**config.mk**
```make
export PLATFORM = sky130hd
export DESIGN_NAME = padded_message_deframer_flat
export DESIGN_NICKNAME = d
export VERILOG_FILES = /design/src/design/pmd_pkg.sv /design/src/design/pmd_req_if.sv /design/src/design/pmd_rsp_if.sv /design/src/design/padded_message_deframer.sv /design/src/flat_wrapper.sv
export SDC_FILE = /design/constraint.sdc
export NUM_CORES = 1
export LEC_CHECK = 0
export BUFFER_PORTS_ARGS = -buffer_cell sky130_fd_sc_hd__clkbuf_2
export CORE_MARGIN = 2
export CORE_UTILIZATION = 35
export DETAILED_ROUTE_END_ITERATION = 12
export PLACE_DENSITY = 0.58
export SLEW_MARGIN = 0
export SYNTH_ARGS = -nofsm -noshare
export SYNTH_HDL_FRONTEND = slang
export SYNTH_SLANG_ARGS = --single-unit
```
**constraint.sdc**
```tcl
create_clock -name clock -period 4.65 [get_ports clock]
set_input_delay 0.93 -clock clock [delete_from_list [all_inputs] [get_ports clock]]
set_output_delay 0.93 -clock clock [all_outputs]
set_load 0.005 [all_outputs]
```
**src/design/pmd_pkg.sv**
```systemverilog
`default_nettype none

package pmd_pkg;

   localparam int unsigned HeaderBytes = 4;
   localparam int unsigned PosBits     = $clog2(HeaderBytes);

   typedef enum logic [1:0] {
      KIND_BODY  = 2'd0,
      KIND_EMPTY = 2'd1,
      KIND_DROP  = 2'd2
   } kind_type;

   typedef enum logic [2:0] {
      PH_HEADER = 3'b001,
      PH_BODY   = 3'b010,
      PH_PAD    = 3'b100
   } phase_type;

   typedef struct packed {
      kind_type   kind;
      logic [7:0] destination;
      logic [7:0] command;
      logic [7:0] body_length;
      logic [7:0] data_byte;
      logic [7:0] byte_index;
      logic       end_of_message;
   } rsp_type;

endpackage

`default_nettype wire

```
**src/design/pmd_req_if.sv**
```systemverilog
`default_nettype none

interface pmd_req_if;
   logic       valid;
   logic       ready;
   logic [7:0] in_byte;
   logic       buffer_end;

   modport source (output valid, output in_byte, output buffer_end, input ready);
   modport sink   (input valid, input in_byte, input buffer_end, output ready);
endinterface

`default_nettype wire

```
**src/design/pmd_rsp_if.sv**
```systemverilog
`default_nettype none

interface pmd_rsp_if;
   import pmd_pkg::*;

   logic       valid;
   logic       ready;
   kind_type   kind;
   logic [7:0] destination;
   logic [7:0] command;
   logic [7:0] body_length;
   logic [7:0] data_byte;
   logic [7:0] byte_index;
   logic       end_of_message;

   modport source (
      output valid, output kind, output destination, output command,
      output body_length, output data_byte, output byte_index,
      output end_of_message, input ready
   );
   modport sink (
      input valid, input kind, input destination, input command,
      input body_length, input data_byte, input byte_index,
      input end_of_message, output ready
   );
endinterface

`default_nettype wire

```
**src/design/padded_message_deframer.sv**
```systemverilog
// a request's result is registered in the output register, or in skid if rsp stalls
// throughput: one byte per cycle while req is ready (phase and position update)
// a two-entry result buffer (output register plus skid register) keeps req ready
// while one result waits; req stalls only when both entries are full
// synchronous active-high reset returns to the header phase, clears position,
// held header fields and both result entries
`default_nettype none

module padded_message_deframer (
   input  wire logic clock,
   input  wire logic reset,
   pmd_req_if.sink   req_ch,
   pmd_rsp_if.source rsp_ch
);
   import pmd_pkg::*;

   phase_type  phase_ff, phase_in;
   logic [7:0] count_ff, count_in;
   logic [7:0] dest_ff, dest_in;
   logic [7:0] len_ff, len_in;
   logic [7:0] cmd_ff, cmd_in;

   rsp_type    out_ff, out_in;
   logic       out_valid_ff, out_valid_in;
   rsp_type    skid_ff, skid_in;
   logic       skid_valid_ff, skid_valid_in;

   logic         accept;
   logic         pop;
   logic         has_result;
   rsp_type      result;
   logic         last;
   logic         final_byte;
   logic [1:0]   pad;
   logic [PosBits-1:0] hpos;

   assign last   = req_ch.buffer_end;
   assign accept = req_ch.valid && req_ch.ready;
   assign pop    = out_valid_ff && rsp_ch.ready;
   assign final_byte = ({1'b0, count_ff} + 9'd1) >= {1'b0, len_ff};
   assign pad    = 2'd0 - len_ff[1:0];
   assign hpos   = count_ff[PosBits-1:0];

   // phase and header update
   always_comb begin
      phase_in   = phase_ff;
      count_in   = count_ff;
      dest_in    = dest_ff;
      len_in     = len_ff;
      cmd_in     = cmd_ff;
      has_result = 1'b0;
      result.kind           = KIND_BODY;
      result.destination    = dest_ff;
      result.command        = cmd_ff;
      result.body_length    = len_ff;
      result.data_byte      = 8'd0;
      result.byte_index     = 8'd0;
      result.end_of_message = 1'b0;

      if (accept) begin
         unique case (phase_ff)
            PH_BODY: begin
               has_result = 1'b1;
               if (last && !final_byte) begin
                  result.kind = KIND_DROP;
               end else begin
                  result.data_byte      = req_ch.in_byte;
                  result.byte_index     = count_ff;
                  result.end_of_message = final_byte;
                  if (final_byte) begin
                     count_in = {6'd0, pad};
                     phase_in = (pad != 2'd0) ? PH_PAD : PH_HEADER;
                  end else begin
                     count_in = count_ff + 8'd1;
                  end
               end
            end
            PH_PAD: begin
               count_in = count_ff - 8'd1;
               if (count_in == 8'd0) begin
                  phase_in = PH_HEADER;
               end
            end
            default: begin
               case (hpos)
                  2'd0: dest_in = req_ch.in_byte;
                  2'd1: len_in  = req_ch.in_byte;
                  2'd2: cmd_in  = req_ch.in_byte;
                  default: ;
               endcase
               if (hpos == PosBits'(HeaderBytes - 1)) begin
                  if (len_ff == 8'd0) begin
                     has_result            = 1'b1;
                     result.kind           = KIND_EMPTY;
                     result.end_of_message = 1'b1;
                     phase_in              = PH_HEADER;
                     count_in              = 8'd0;
                  end else if (last) begin
                     has_result  = 1'b1;
                     result.kind = KIND_DROP;
                  end else begin
                     phase_in = PH_BODY;
                     count_in = 8'd0;
                  end
               end else begin
                  phase_in = PH_HEADER;
                  count_in = {6'd0, hpos} + 8'd1;
               end
            end
         endcase
         if (last) begin
            phase_in = PH_HEADER;
            count_in = 8'd0;
            dest_in  = 8'd0;
            len_in   = 8'd0;
            cmd_in   = 8'd0;
         end
      end
   end

   // two-entry result buffer
   always_comb begin
      out_in        = out_ff;
      out_valid_in  = out_valid_ff;
      skid_in       = skid_ff;
      skid_valid_in = skid_valid_ff;
      if (skid_valid_ff) begin
         if (pop) begin
            out_in        = skid_ff;
            skid_valid_in = 1'b0;
         end
      end else if (accept && has_result) begin
         if (!out_valid_ff || pop) begin
            out_in       = result;
            out_valid_in = 1'b1;
         end else begin
            skid_in       = result;
            skid_valid_in = 1'b1;
         end
      end else if (pop) begin
         out_valid_in = 1'b0;
      end
   end

   always_ff @(posedge clock) begin
      if (reset) begin
         phase_ff      <= PH_HEADER;
         count_ff      <= 8'd0;
         dest_ff       <= 8'd0;
         len_ff        <= 8'd0;
         cmd_ff        <= 8'd0;
         out_valid_ff  <= 1'b0;
         skid_valid_ff <= 1'b0;
      end else begin
         phase_ff      <= phase_in;
         count_ff      <= count_in;
         dest_ff       <= dest_in;
         len_ff        <= len_in;
         cmd_ff        <= cmd_in;
         out_valid_ff  <= out_valid_in;
         skid_valid_ff <= skid_valid_in;
      end
   end

   always_ff @(posedge clock) begin
      out_ff  <= out_in;
      skid_ff <= skid_in;
   end

   assign req_ch.ready          = !skid_valid_ff;
   assign rsp_ch.valid          = out_valid_ff;
   assign rsp_ch.kind           = out_ff.kind;
   assign rsp_ch.destination    = out_ff.destination;
   assign rsp_ch.command        = out_ff.command;
   assign rsp_ch.body_length    = out_ff.body_length;
   assign rsp_ch.data_byte      = out_ff.data_byte;
   assign rsp_ch.byte_index     = out_ff.byte_index;
   assign rsp_ch.end_of_message = out_ff.end_of_message;

   a_skid_needs_out: assert property (@(posedge clock) disable iff (reset)
      skid_valid_ff |-> out_valid_ff)
      else $error("skid entry held while output register empty");

   a_end_clears: assert property (@(posedge clock) disable iff (reset)
      (accept && last) |=> (phase_ff == PH_HEADER && count_ff == 8'd0 && len_ff == 8'd0))
      else $error("state not cleared after final byte");

   a_header_pos: assert property (@(posedge clock) disable iff (reset)
      (phase_ff == PH_HEADER) |-> (count_ff < 8'(HeaderBytes)))
      else $error("header position out of range");

   a_pad_range: assert property (@(posedge clock) disable iff (reset)
      (phase_ff == PH_PAD) |-> (count_ff != 8'd0 && count_ff < 8'(HeaderBytes)))
      else $error("padding count out of range");

   a_body_index: assert property (@(posedge clock) disable iff (reset)
      (out_valid_ff && out_ff.kind == KIND_BODY && !out_ff.end_of_message)
         |-> (({1'b0, out_ff.byte_index} + 9'd1) < {1'b0, out_ff.body_length}))
      else $error("body byte not marked last at end of body");

endmodule

`default_nettype wire
```
**src/flat_wrapper.sv**
```systemverilog
// flat-port wrapper written by rule: the top's interface ports become plain ports
module padded_message_deframer_flat import pmd_pkg::*;
  (clock, reset, req_ch_valid, req_ch_in_byte, req_ch_buffer_end, req_ch_ready, rsp_ch_valid, rsp_ch_kind, rsp_ch_destination, rsp_ch_command, rsp_ch_body_length, rsp_ch_data_byte, rsp_ch_byte_index, rsp_ch_end_of_message, rsp_ch_ready);
  pmd_req_if req_ch_i ();
  pmd_rsp_if rsp_ch_i ();
  input  wire logic clock;
  input  wire logic reset;
  input wire logic [$bits(req_ch_i.valid)-1:0] req_ch_valid;
  input wire logic [$bits(req_ch_i.in_byte)-1:0] req_ch_in_byte;
  input wire logic [$bits(req_ch_i.buffer_end)-1:0] req_ch_buffer_end;
  output wire logic [$bits(req_ch_i.ready)-1:0] req_ch_ready;
  output wire logic [$bits(rsp_ch_i.valid)-1:0] rsp_ch_valid;
  output wire logic [$bits(rsp_ch_i.kind)-1:0] rsp_ch_kind;
  output wire logic [$bits(rsp_ch_i.destination)-1:0] rsp_ch_destination;
  output wire logic [$bits(rsp_ch_i.command)-1:0] rsp_ch_command;
  output wire logic [$bits(rsp_ch_i.body_length)-1:0] rsp_ch_body_length;
  output wire logic [$bits(rsp_ch_i.data_byte)-1:0] rsp_ch_data_byte;
  output wire logic [$bits(rsp_ch_i.byte_index)-1:0] rsp_ch_byte_index;
  output wire logic [$bits(rsp_ch_i.end_of_message)-1:0] rsp_ch_end_of_message;
  input wire logic [$bits(rsp_ch_i.ready)-1:0] rsp_ch_ready;
  assign req_ch_i.valid = req_ch_valid;
  assign req_ch_i.in_byte = req_ch_in_byte;
  assign req_ch_i.buffer_end = req_ch_buffer_end;
  assign req_ch_ready = req_ch_i.ready;
  assign rsp_ch_valid = rsp_ch_i.valid;
  assign rsp_ch_kind = rsp_ch_i.kind;
  assign rsp_ch_destination = rsp_ch_i.destination;
  assign rsp_ch_command = rsp_ch_i.command;
  assign rsp_ch_body_length = rsp_ch_i.body_length;
  assign rsp_ch_data_byte = rsp_ch_i.data_byte;
  assign rsp_ch_byte_index = rsp_ch_i.byte_index;
  assign rsp_ch_end_of_message = rsp_ch_i.end_of_message;
  assign rsp_ch_i.ready = rsp_ch_ready;
  padded_message_deframer u_core (.clock(clock), .reset(reset), .req_ch(req_ch_i), .rsp_ch(rsp_ch_i));
endmodule
```
Yosys cells after proc, flatten, opt, wreduce, memory -nomap -nowiden
Index checks and enable logic that the tools add are counted.
{"block": "totals", "regBits": 123, "input_bits": 13, "output_inout_bits": 45, "wordCells": 117}
{"block": "op_classes", "n_addsub": 5, "n_lt_le_gt_ge": 1, "n_eq_ne": 11, "n_mux": 50, "n_bitwise": 2, "n_reduce_logical": 27}
{"cell": "$mux 43", "count": 4}
{"cell": "$mux 8", "count": 13}
{"cell": "$mux 17", "count": 2}
{"cell": "$reduce_and 3->1", "count": 6}
{"cell": "$logic_not 8->1", "count": 2}
{"cell": "$mux 16", "count": 1}
{"cell": "$pmux 8 s2", "count": 1}
{"cell": "$mux 3", "count": 5}
{"cell": "$mux 2", "count": 7}
{"cell": "$reduce_bool 2->1", "count": 7}
{"cell": "$mux 1", "count": 13}
{"cell": "$add 8x1->9 const B", "count": 1}
{"cell": "$ge 9x8->1", "count": 1}
{"cell": "$add 8x1->8 const B", "count": 1}
{"cell": "$sub 8x1->8 const B", "count": 1}
{"cell": "$ne 3x2->1 const B", "count": 2}
{"cell": "$pmux 3 s2", "count": 1}
{"cell": "$eq 2x2->1 const B", "count": 2}
{"cell": "$logic_and 1x1->1", "count": 4}
{"cell": "$ne 2x2->1 const B", "count": 2}
{"cell": "$pmux 1 s2", "count": 2}
{"cell": "$pmux 2 s2", "count": 1}
{"cell": "$reduce_and 4->1", "count": 1}
{"cell": "$add 2x1->3 const B", "count": 1}
{"cell": "other kinds (12)", "count": 15}

Logic depth before layout (Yosys ltp)
Gate-level depths: netlist of the first run.
{"block": "logic_depth", "word_depth": 10, "depth_mapped": 12, "depth_no_buf": 11}

Least setup slack after synthesis of the first run
OpenSTA, ideal clock, no wires.
{"block": "synth_path", "path_type": "input-to-reg", "startpoint": "input req_ch_buffer_end", "endpoint": "register u_core.skid_ff[0] in the netlist's numbering, enable pin", "setup_ns": 0.497, "arrival_time_ns": 4.465, "t_required_ns": 4.153, "slack_ns": -0.312, "cell_stages": 5, "path_buffers": 1, "path_cell_list": "buf_2 -> a21oi_1 -> o21ai_0 -> nand3_1 -> nor3_1"}
{"block": "synth_between", "elab_chain_cells": 7}
{"element": "from (decl)", "line_no": "flat_wrapper.sv:10", "rtl": "input wire logic [$bits(req_ch_i.buffer_end)-1:0] req_ch_buffer_end;"}
{"element": "$mux 1", "line_no": "padded_message_deframer.sv:98", "rtl": "end else if (last) begin"}
{"element": "$mux 1", "line_no": "padded_message_deframer.sv:92", "rtl": "if (len_ff == 8'd0) begin"}
{"element": "$mux 1", "line_no": "padded_message_deframer.sv:91", "rtl": "if (hpos == PosBits'(HeaderBytes - 1)) begin"}
{"element": "$pmux 1 s2", "line_no": "padded_message_deframer.sv:61", "rtl": "unique case (phase_ff)"}
{"element": "$mux 1", "line_no": "padded_message_deframer.sv:60", "rtl": "if (accept) begin"}
{"element": "$logic_and 1x1->1", "line_no": "padded_message_deframer.sv:132", "rtl": "end else if (accept && has_result) begin"}
{"element": "$reduce_and 3->1 (no source line)"}
{"element": "to (signal assigned)", "line_no": "padded_message_deframer.sv:167", "rtl": "skid_ff <= skid_in;"}
{"element": "to (decl)", "line_no": "padded_message_deframer.sv:25", "rtl": "rsp_type skid_ff, skid_in;"}
Every way passes these cells.
A chain may end at the register's enable or synchronous reset.

==> results of run 1 <==
## synthesized netlist by cell type (all sizes together), types with 4 or more instances
cell type and number:
edfxtp 86, nor2 44, dfxtp 37, mux2i 26
nand2 24, a21oi 19, o21ai 17, a22o 16
and2 16, clkbuf 16, mux2 16, inv 15
ha 14, nand3 13, buf 11, nor2b 10
nor3 9, xor2 7, xnor2 6, nand2b 5
a22oi 4
## logic make-up (layout without fill, tap and decap cells)
logic type	count (synthesis)	after routing
AO/OA/AOI/OAI	75	75
adder cells (fa/ha/maj)	14	14
XOR/XNOR	13	13
flip-flops	123	123
buffers and inverters	42	107
multiplexers	42	42
AND/OR/NAND/NOR	133	133
## per-stage QoR
| step | cell area [µm²] | setup WS, ns |
|---|---|---|
| 2_1_floorplan | 5460 | 0.378 |
| 5_1_grt | 6510 | 0.690 |
| 3_5_place_dp | 5890 | 0.946 |
| 6_report | 6510 | 0.914 |
| 4_1_cts | 6510 | 0.933 |
| 3_3_place_gp | 5890 | 1.14 |
## power by group
part | internal [W] | total [W] | switching, W
combinational | 0.0000496 | 0.000128 | 0.0000787
clock | 0.000940 | 0.00140 | 0.000457
sequential | 0.00117 | 0.00119 | 0.0000118
## state kept, by name, summed over array words and instances, names as in the netlist
| register | flops |
|---|---|
| u_core.rsp_ch.valid | 1 |
| u_core.rsp_ch.data_byte | 8 |
| u_core.rsp_ch.destination | 8 |
| u_core.count_ff | 8 |
| u_core.skid_valid_ff | 1 |
| u_core.skid_ff | 43 |
| u_core.phase_ff | 3 |
| u_core.rsp_ch.body_length | 8 |
| u_core.dest_ff | 8 |
| u_core.rsp_ch.command | 8 |
| u_core.rsp_ch.byte_index | 8 |
| u_core.rsp_ch.end_of_message | 1 |
| u_core.len_ff | 8 |
| u_core.rsp_ch.kind | 2 |
| u_core.cmd_ff | 8 |
## cells in the final DEF, fill, tap and decap left out, drive strengths merged, types with 17 or more instances in the layout
cell type  count
dfxtp         37
edfxtp        86
nand2         24
mux2i         26
clkbuf        74
a21oi         19
o21ai         17
nor2          44
## layout make-up
cell class,instances,share of cell area (%)
clock buffer,17,6.53
inverter,15,0.864
clock inverter,15,3.11
multi-input combinational,277,30.1
tap,188,3.61
timing repair buffer,60,4.73
sequential,123,51.0
## final timing paths
path,start,cells past startpoint,end
max,u_core.count_ff[0],10,u_core.rsp_ch.data_byte[2]
min,u_core.cmd_ff[6],0,u_core.skid_ff[31]
max reg2reg,u_core.count_ff[0],10,u_core.rsp_ch.data_byte[2]
min reg2reg,u_core.cmd_ff[6],0,u_core.skid_ff[31]
## per-layer routing
| metal | up-vias | track usage (%) |
|---|---|---|
| li1 | 1706 | - |
| met5 | - | 0 |
| met2 | 90 | 25.0 |
| met1 | 1669 | 17.6 |
| met3 | 13 | 3.70 |
| met4 | 0 | 4.99 |
## worst max-delay path, stage by stage (launching register included)
cell and delay (ns):
sky130_fd_sc_hd__dfxtp_1 0.61, sky130_fd_sc_hd__ha_1 0.29, sky130_fd_sc_hd__nand3_1 0.16, sky130_fd_sc_hd__xnor2_1 0.27
sky130_fd_sc_hd__ha_1 0.32, sky130_fd_sc_hd__a211oi_1 0.27, sky130_fd_sc_hd__nand2_1 0.09, sky130_fd_sc_hd__a221o_1 0.38
sky130_fd_sc_hd__a41oi_4 0.49, sky130_fd_sc_hd__a21oi_4 0.31, sky130_fd_sc_hd__a22o_1 0.27
==> summary by stage, run 1 <==
Yosys
Sequential elements use 60.9% of the synthesized area. The portion of synthesized cell area occupied by the leading cell type is 47.4%. For this run, the leading register cell type out of synthesis is sky130_fd_sc_hd__edfxtp_1. The number of enable-type register cells in the synthesized netlist is 86. The adder-cell share of the synthesized area is 3.21%. The synthesized design contains 123 register bits. The average size of a mapped cell is 12.3 µm². After synthesis, the cell types taking the most area are sky130_fd_sc_hd__edfxtp_1 (47%), sky130_fd_sc_hd__dfxtp_1 (14%), sky130_fd_sc_hd__mux2i_1 (4.8%), sky130_fd_sc_hd__mux2_2 (3.3%), sky130_fd_sc_hd__ha_1 (3.2%). The combinational family with the most area after synthesis is simple AND/OR/NAND/NOR gates. After synthesis, the share of flip-flops with an asynchronous set or reset is 0%. The simple-gate share of the synthesized area is 12.3%. During synthesis, Yosys emitted a total of 0 warnings. The total nets after synthesis is 469. The xor/xnor share of the synthesized area is 2.09%. The biggest area contributor in the post-synthesis netlist is sky130_fd_sc_hd__edfxtp_1. The summed instance area of the synthesized netlist is 0.00545 mm². Measured against the total synthesized area, the mux share comes to 8.08%. The number of cells produced by synthesis is 442. The complex-gate fraction of the synthesized area is 9.80%. The count of unique library cells instantiated by Yosys is 48.

Timing
The number of endpoints failing setup at the final stage is 0. Setup repair after global routing left no endpoint under its margin. For the final database, setup skew stands at 0.00967 ns.

For the pin with the worst max-slew slack, the measured transition is 1.13 ns. Headroom to the max-slew limit came out at 24.4%. The number of pins with negative max-slew slack in the final report is 0.

The final critical-path required period is 3.74 ns. The final-layout setup total negative slack is 0 ns. The final period utilization is 80.4%. Hold is met by 0.461 ns. The maximum clock rate is 0.268 GHz. The number of failing hold endpoints at the final stage is 0.

Worst setup path
The reg2reg setup slack is 0.91 ns. The worst setup path is captured at a register. The critical path is of the register to register type.

The top fanout value on the critical path is 32. The critical path startpoint category is a register. The endpoint arrival time on the critical path is 3.89 ns. At the worst endpoint, the required time is 4.80 ns.

Place
Including well taps, the total number of placed cells is 663. The final weighted congestion in routability-driven placement is 0.814. The number of buffers added on ports is 57. The HPWL after detailed placement is 7540 µm.

Floorplan
The number of top-level design ports is 58. Row generation in the floorplan step produced 45 rows. The vertical extent of the die is 129 µm.

The initial core utilization is 35.9%. The floorplan step defined a die boundary enclosing 0.0166 mm². The die extent in x is 129 µm. The floorplan step defined a core boundary enclosing 0.0152 mm².

Drt
The routed via count divided by cell count is 5.00. Detailed routing placed a total of 424 µm of wire on met3. After detailed routing, the average wire length per cell comes to 16.6 µm. After detailed routing, the number of remaining DRC violations is 0.

The detailed-route via count is 3,478. The number of nets with antenna violations after routing is 0. After detailed routing, the total wire length is 11,500 µm. The routed length on met2 is 5770 µm. The post-route met1 wirelength is 5170 µm. The first detailed-routing pass ran for 5 iterations. The top routing layer in use is met4. The first-iteration detailed-routing DRC count is 274.

Global route
The overall routing resource usage is 14.5%. Entering global routing, the biggest net connects 56 pins. The wire length of the first global-routing pass is 18,300 µm.

The via count of the first global-routing pass is 3,435. After global routing the overflow that remains totals 0. The number of antenna violations at the first check in global routing is 0.

Cells and area
Fill cells in the final layout number 1,395. In the final layout, the share of cells above drive strength 1 is 22.7%. At the end of the flow the core is filled with cells to 42.8%. The layout overhead on the synthesized area is 19.5%.

The net count of the finished layout is 521. In the final layout, the multi-input gates occupy 0.00196 mm². Across the whole layout, storage elements account for 0.00332 mm². For this run, the number of standard cells in the final layout without fillers is 695. 0 antenna diodes ended up in the layout.

CTS
The number of gates given a new drive strength after cts is 0. The tree built by TritonCTS fans out to 123 sinks. The buffer count from post-CTS setup fixing is 0. The H-tree generated during clock tree synthesis spans 4 levels. In this run, post-CTS hold repair placed 0 buffers. No sink is reached through more buffers than the 2 on the longest clock path. The CTS tree is done.

In this run, CTS created clock tree buffers numbering 17. The clock edge transition at the registers on the reported setup and hold paths is 0.06 ns. The root cell of the clock tree is sky130_fd_sc_hd__clkbuf_16. The insertion delay to the later sink of the worst-skew pair is 0.41 ns.

Pwr
The worst-case IR drop observed on VDD is 0.000241 V. The total power is 0.00271 W. Dividing total power by cell area gives a power density of 416 mW/mm². The total leakage power is 2.46 nW.

Status
The run finished with clean final reports.

Hold path
The path category of the worst min-delay check is register to register.

Run
The total of max-cap violations is 0.
Power figures use the tool's default switching activity.
==> inputs of run 2 (changes only) <==
--- a/config.mk
+++ b/config.mk
@@ -5,6 +5,7 @@
 export SDC_FILE = /design/constraint.sdc
 export NUM_CORES = 1
 export LEC_CHECK = 0
+export ABC_AREA = 1
 export BUFFER_PORTS_ARGS = -buffer_cell sky130_fd_sc_hd__clkbuf_2
 export CORE_MARGIN = 2
 export CORE_UTILIZATION = 35
==> constraint.sdc (replaced) <==
create_clock -name clock -period 3.24 [get_ports clock]
set_input_delay 0.648 -clock clock [delete_from_list [all_inputs] [get_ports clock]]
set_output_delay 0.648 -clock clock [all_outputs]
set_load 0.005 [all_outputs]
==> run 2 against run 1 <==
  * Combinational power rose by 72%
  * Sequential share of layout area down 0.71 points
  * Utilization grew 0.44 points
  * Hold slack got worse by 0.033 ns
  * Final cell count grew 21%
  * Synthesized cell count increased by 26%
  * Die area up 0.69%
  * Setup slack worse by 0.51 ns
  * Register-to-register slack worse by 0.51 ns
==> summary by stage, run 2 <==
Floorplan
The initial core utilization is 36.0% (was 35.9%). The die outline area is 0.0167 mm² (was 0.0166 mm²). The row count is 45 (unchanged). The number of top-level design ports was 58 (unchanged). The area of the core was 0.0153 mm² (was 0.0152 mm²). The die extent in x is 129 µm (about the same).

The vertical extent of the die was 129 µm (about the same).

Cells and area
The antenna diode count came to 0 (unchanged). The number of fill cells is 1,440 (was 1,395). Commonest cells after routing, fill and taps aside: sky130_fd_sc_hd__nand2_1 (131), sky130_fd_sc_hd__edfxtp_1 (86), sky130_fd_sc_hd__inv_1 (77) (was sky130_fd_sc_hd__edfxtp_1 (86), sky130_fd_sc_hd__clkbuf_2 (57), sky130_fd_sc_hd__nor2_1 (40)). The total area of multi-input combinational cells is 0.00176 mm² (was 0.00196 mm²).

The total area of sequential cells is 0.00332 mm² (unchanged). The final instance area is 0.00661 mm² (was 0.00651 mm²). The flip-flop count of the largest register, all copies and words added came to 43 (unchanged). The most flop-heavy register was u_core.skid_ff (unchanged). The total number of nets in the final design is 646 (was 521). The commonest non-fill, non-tap cell in the layout is sky130_fd_sc_hd__nand2_1 (was sky130_fd_sc_hd__edfxtp_1). The share of the core filled with cells is 43.3% (was 42.8%).

The layout overhead on the synthesized area is 20.3% (was 19.5%). The fraction of final layout cells with drive strength greater than 1 was 18.7% (was 22.7%).

Yosys
Most used standard cells in the synthesized netlist: sky130_fd_sc_hd__nand2_1 (131), sky130_fd_sc_hd__edfxtp_1 (86), sky130_fd_sc_hd__inv_1 (77), sky130_fd_sc_hd__a21oi_1 (38) (was sky130_fd_sc_hd__edfxtp_1 (86), sky130_fd_sc_hd__nor2_1 (40), sky130_fd_sc_hd__dfxtp_1 (37), sky130_fd_sc_hd__mux2i_1 (26), sky130_fd_sc_hd__nand2_1 (24)). The number of cells produced by synthesis was 556 (was 442). The number of synthesis warnings is 0 (unchanged). The combinational family with the most area after synthesis is simple AND/OR/NAND/NOR gates (unchanged). The most frequent cell after synthesis is sky130_fd_sc_hd__nand2_1 (was sky130_fd_sc_hd__edfxtp_1).

The summed instance area of the synthesized netlist is 0.00549 mm² (was 0.00545 mm²). The count of state elements after synthesis is 123 (unchanged). The share of cell area taken by muxes after synthesis was 0% (was 8.08%). The total nets after synthesis is 583 (was 469). The most common flop cell mapped by yosys is sky130_fd_sc_hd__edfxtp_1 (unchanged). The portion of synthesized cell area occupied by the leading cell type is 47.0% (was 47.4%). The proportion of synthesized chip area in sequential cells came to 60.5% (was 60.9%). The xor/xnor share of the synthesized area is 1.44% (was 2.09%). The complex-gate fraction of the synthesized area is 10.3% (was 9.80%). The average size of a mapped cell is 9.88 µm² (was 12.3 µm²).

The adder-cell share of the synthesized area is 3.19% (was 3.21%). The simple-gate share of the synthesized area is 16.9% (was 12.3%). Leading cell types by total area after synthesis: sky130_fd_sc_hd__edfxtp_1 (47%), sky130_fd_sc_hd__dfxtp_1 (13%), sky130_fd_sc_hd__nand2_1 (9.0%), sky130_fd_sc_hd__inv_1 (5.3%), sky130_fd_sc_hd__a21oi_1 (3.5%) (was sky130_fd_sc_hd__edfxtp_1 (47%), sky130_fd_sc_hd__dfxtp_1 (14%), sky130_fd_sc_hd__mux2i_1 (4.8%), sky130_fd_sc_hd__mux2_2 (3.3%), sky130_fd_sc_hd__ha_1 (3.2%)).

The async set or reset register ratio after synthesis is 0% (unchanged). The count of unique library cells instantiated by Yosys was 37 (was 48). The number of enable-type register cells in the synthesized netlist is 86 (unchanged). The cell taking the most area after synthesis is sky130_fd_sc_hd__edfxtp_1 (unchanged).

Drt
The number of nets with antenna violations after routing is 0 (unchanged). The routed wirelength normalized by instance count is 13.9 µm (was 16.6 µm). The DRC violation count after routing was 0 (unchanged).

The post-detailed-routing wire length is 11,800 µm (was 11,500 µm). The routed via count divided by cell count came to 4.62 (was 5.00). The detailed-route via count is 3,894 (was 3,478). The first-iteration detailed-routing DRC count is 278 (was 274). The detailed-routing iteration count for the pre-antenna-repair pass is 6 (was 5).

Global route
The wire length of the first global-routing pass is 19,000 µm (was 18,300 µm). The number of antenna violations at the first check in global routing is 0 (unchanged). The pin count of the biggest net entering global routing is 66 (was 56). The via count of the first global-routing pass was 3,779 (was 3,435).

The overall routing resource usage is 14.9% (was 14.5%). The remaining global-route overflow is 0 (unchanged).

CTS
The number of gates given a new drive strength after cts came to 0 (unchanged). The number of sinks driven by the clock tree is 123 (unchanged). The number of buffers inserted by hold repair at cts is 0 (unchanged).

The insertion delay to the later sink of the worst-skew pair came to 0.42 ns (was 0.41 ns). The number of buffers between clock root and the deepest sink is 2 (unchanged). The number of levels the H-tree was split into was 4 (unchanged). The CTS tree is done (unchanged).

The clock edge transition at the registers on the reported setup and hold paths is 0.05 ns (was 0.06 ns). The buffer count from post-CTS setup fixing is 0 (unchanged). The total clock buffers created by CTS is 17 (unchanged). The root cell of the clock tree was sky130_fd_sc_hd__clkbuf_16 (unchanged).

Worst setup path
The cell with the largest stage delay on the worst path is sky130_fd_sc_hd__dfxtp_1 (unchanged). The endpoint arrival time on the critical path is 3.01 ns (was 3.89 ns). The most common cell type on the critical path is sky130_fd_sc_hd__nand2_1 (was sky130_fd_sc_hd__ha_1). The kind of critical path is register to register (unchanged).

List of cells traversed by the critical path: ha_1, nand3_1, nor2_2, xor2_1, ha_1, a21oi_1, nand2_1, nand2_1, nand3_4, nand3_1, nand2_1 (was ha_1, nand3_1, xnor2_1, ha_1, a211oi_1, nand2_1, a221o_1, a41oi_4, a21oi_4, a22o_1). The worst path buffer plus inverter count was 0 (unchanged). The cell count of the worst reg-to-reg path came to 11 (was 10). The kind of cell adding the most delay to the critical path is simple AND/OR/NAND/NOR gates (was compound AO/OA/AOI/OAI gates). The delay of the slowest critical-path stage is 0.43 ns (was 0.61 ns). The critical path startpoint category is a register (unchanged).

The path length in cells of the critical path is 11 (was 10). The top fanout value on the critical path is 16 (was 32). The nature of the critical path endpoint is a register (unchanged).

The required time at the worst-slack endpoint is 3.41 ns (was 4.80 ns).

Timing
The final period utilization is 87.6% (was 80.4%). The final-layout setup total negative slack came to 0 ns (unchanged). The final critical-path required period came to 2.84 ns (was 3.74 ns). The relative max-transition margin is 51.4% (was 24.4%).

Unrepaired setup endpoints after global routing: no (unchanged). The post-route worst setup slack is 0.400 ns (was 0.914 ns). The number of endpoints failing setup at the final stage came to 0 (unchanged). The final hold slack is 0.428 ns (was 0.461 ns).

The number of failing hold endpoints at the final stage came to 0 (unchanged). The worst-margin pin slew is 0.728 ns (was 1.13 ns). The number of pins with negative max-slew slack in the final report is 0 (unchanged). The maximum clock rate is 0.352 GHz (was 0.268 GHz).

The final setup skew is 0.00602 ns (was 0.00967 ns).

Place
The minimum setup slack after placement is 0.275 ns (was 0.946 ns). The instance area after placement is 0.00602 mm² (was 0.00589 mm²). The placed wire-length estimate after detailed placement is 8010 µm (was 7540 µm). The final weighted congestion in routability-driven placement is 0.889 (was 0.814). The number of buffers added on ports is 57 (unchanged).

Pwr
The maximum VDD drop was 0.000389 V (was 0.000241 V). The total power per unit cell area is 569 mW/mm² (was 416 mW/mm²). The total leakage power is 2.83 nW (was 2.46 nW).

Status
Result of the run: complete, no violations (unchanged).

Hold path
The hold path depth was 0 (unchanged). The path category of the worst min-delay check was register to register (unchanged).

Run
The total of max-cap violations is 0 (unchanged).
==> run 2: cell types whose count changed after synthesis, sizes merged, moves of 16 or more <==
cell	before	now
nand2	24	132
inv	15	83
o21ai	17	51
mux2i	26	0
nand3	13	39
nor2	44	24
a21oi	19	38
a22o	16	0
and2	16	0
mux2	16	0
==> run 2: kinds of logic (layout without fill, tap and decap cells) <==
group	count (synthesis)	in the layout
simple gates	207	207
fa+ha+maj	14	14
compound gates	100	100
xor+xnor	9	9
flops	123	123
buf+inv	103	179
==> run 2: per-layer routing <==
layer	part of all wire, %	wire length [µm]	vias up	global-route usage [%]
met5	0	0	-	0
met4	1.5	178	0	5.56
met3	4.2	497	16	4.21
met2	48	5630	79	23.7
met1	46	5450	1812	19.3
li1	-	-	1987	-
==> run 2: area by class of cell <==
cell class                 count  area share, %
inverter                      84           4.85
multi-input combinational    330           26.7
sequential                   123           50.3
clock inverter                13           1.72
timing repair buffer          63           5.38
tap                          211           4.00
clock buffer                  19           7.03
==> run 2: worst paths after layout <==
| kind | from | end | slack (ns) |
|---|---|---|---|
| max | u_core.count_ff[1] | u_core.rsp_ch.byte_index[5] | 0.40 |
| min | u_core.dest_ff[3] | u_core.skid_ff[36] | 0.43 |
| max reg2reg | u_core.count_ff[1] | u_core.rsp_ch.byte_index[5] | 0.40 |
| min reg2reg | u_core.dest_ff[3] | u_core.skid_ff[36] | 0.43 |
==> run 2: where the power goes <==
group	internal (W)	switching (W)
combinational	0.0000674	0.000153
clock	0.00112	0.000695
sequential	0.00171	0.0000193
total	0.00289	0.000867
==> run 2: metrics by stage <==
stage | std cells | total power (W)
6_report | 843 | 0.00376
2_1_floorplan | 556 | 0.00191
3_3_place_gp | 811 | 0.00197
4_1_cts | 843 | 0.00380
3_5_place_dp | 811 | 0.00198
5_1_grt | 843 | 0.00390
==> run 2: worst reg2reg max path, stage by stage (launching register included) <==
cell and delay (ns):
sky130_fd_sc_hd__dfxtp_1 0.43, sky130_fd_sc_hd__ha_1 0.28, sky130_fd_sc_hd__nand3_1 0.15, sky130_fd_sc_hd__nor2_2 0.19, sky130_fd_sc_hd__xor2_1 0.24, sky130_fd_sc_hd__ha_1 0.29, sky130_fd_sc_hd__a21oi_1 0.15, sky130_fd_sc_hd__nand2_1 0.06
sky130_fd_sc_hd__nand2_1 0.26, sky130_fd_sc_hd__nand3_4 0.28, sky130_fd_sc_hd__nand3_1 0.19, sky130_fd_sc_hd__nand2_1 0.07
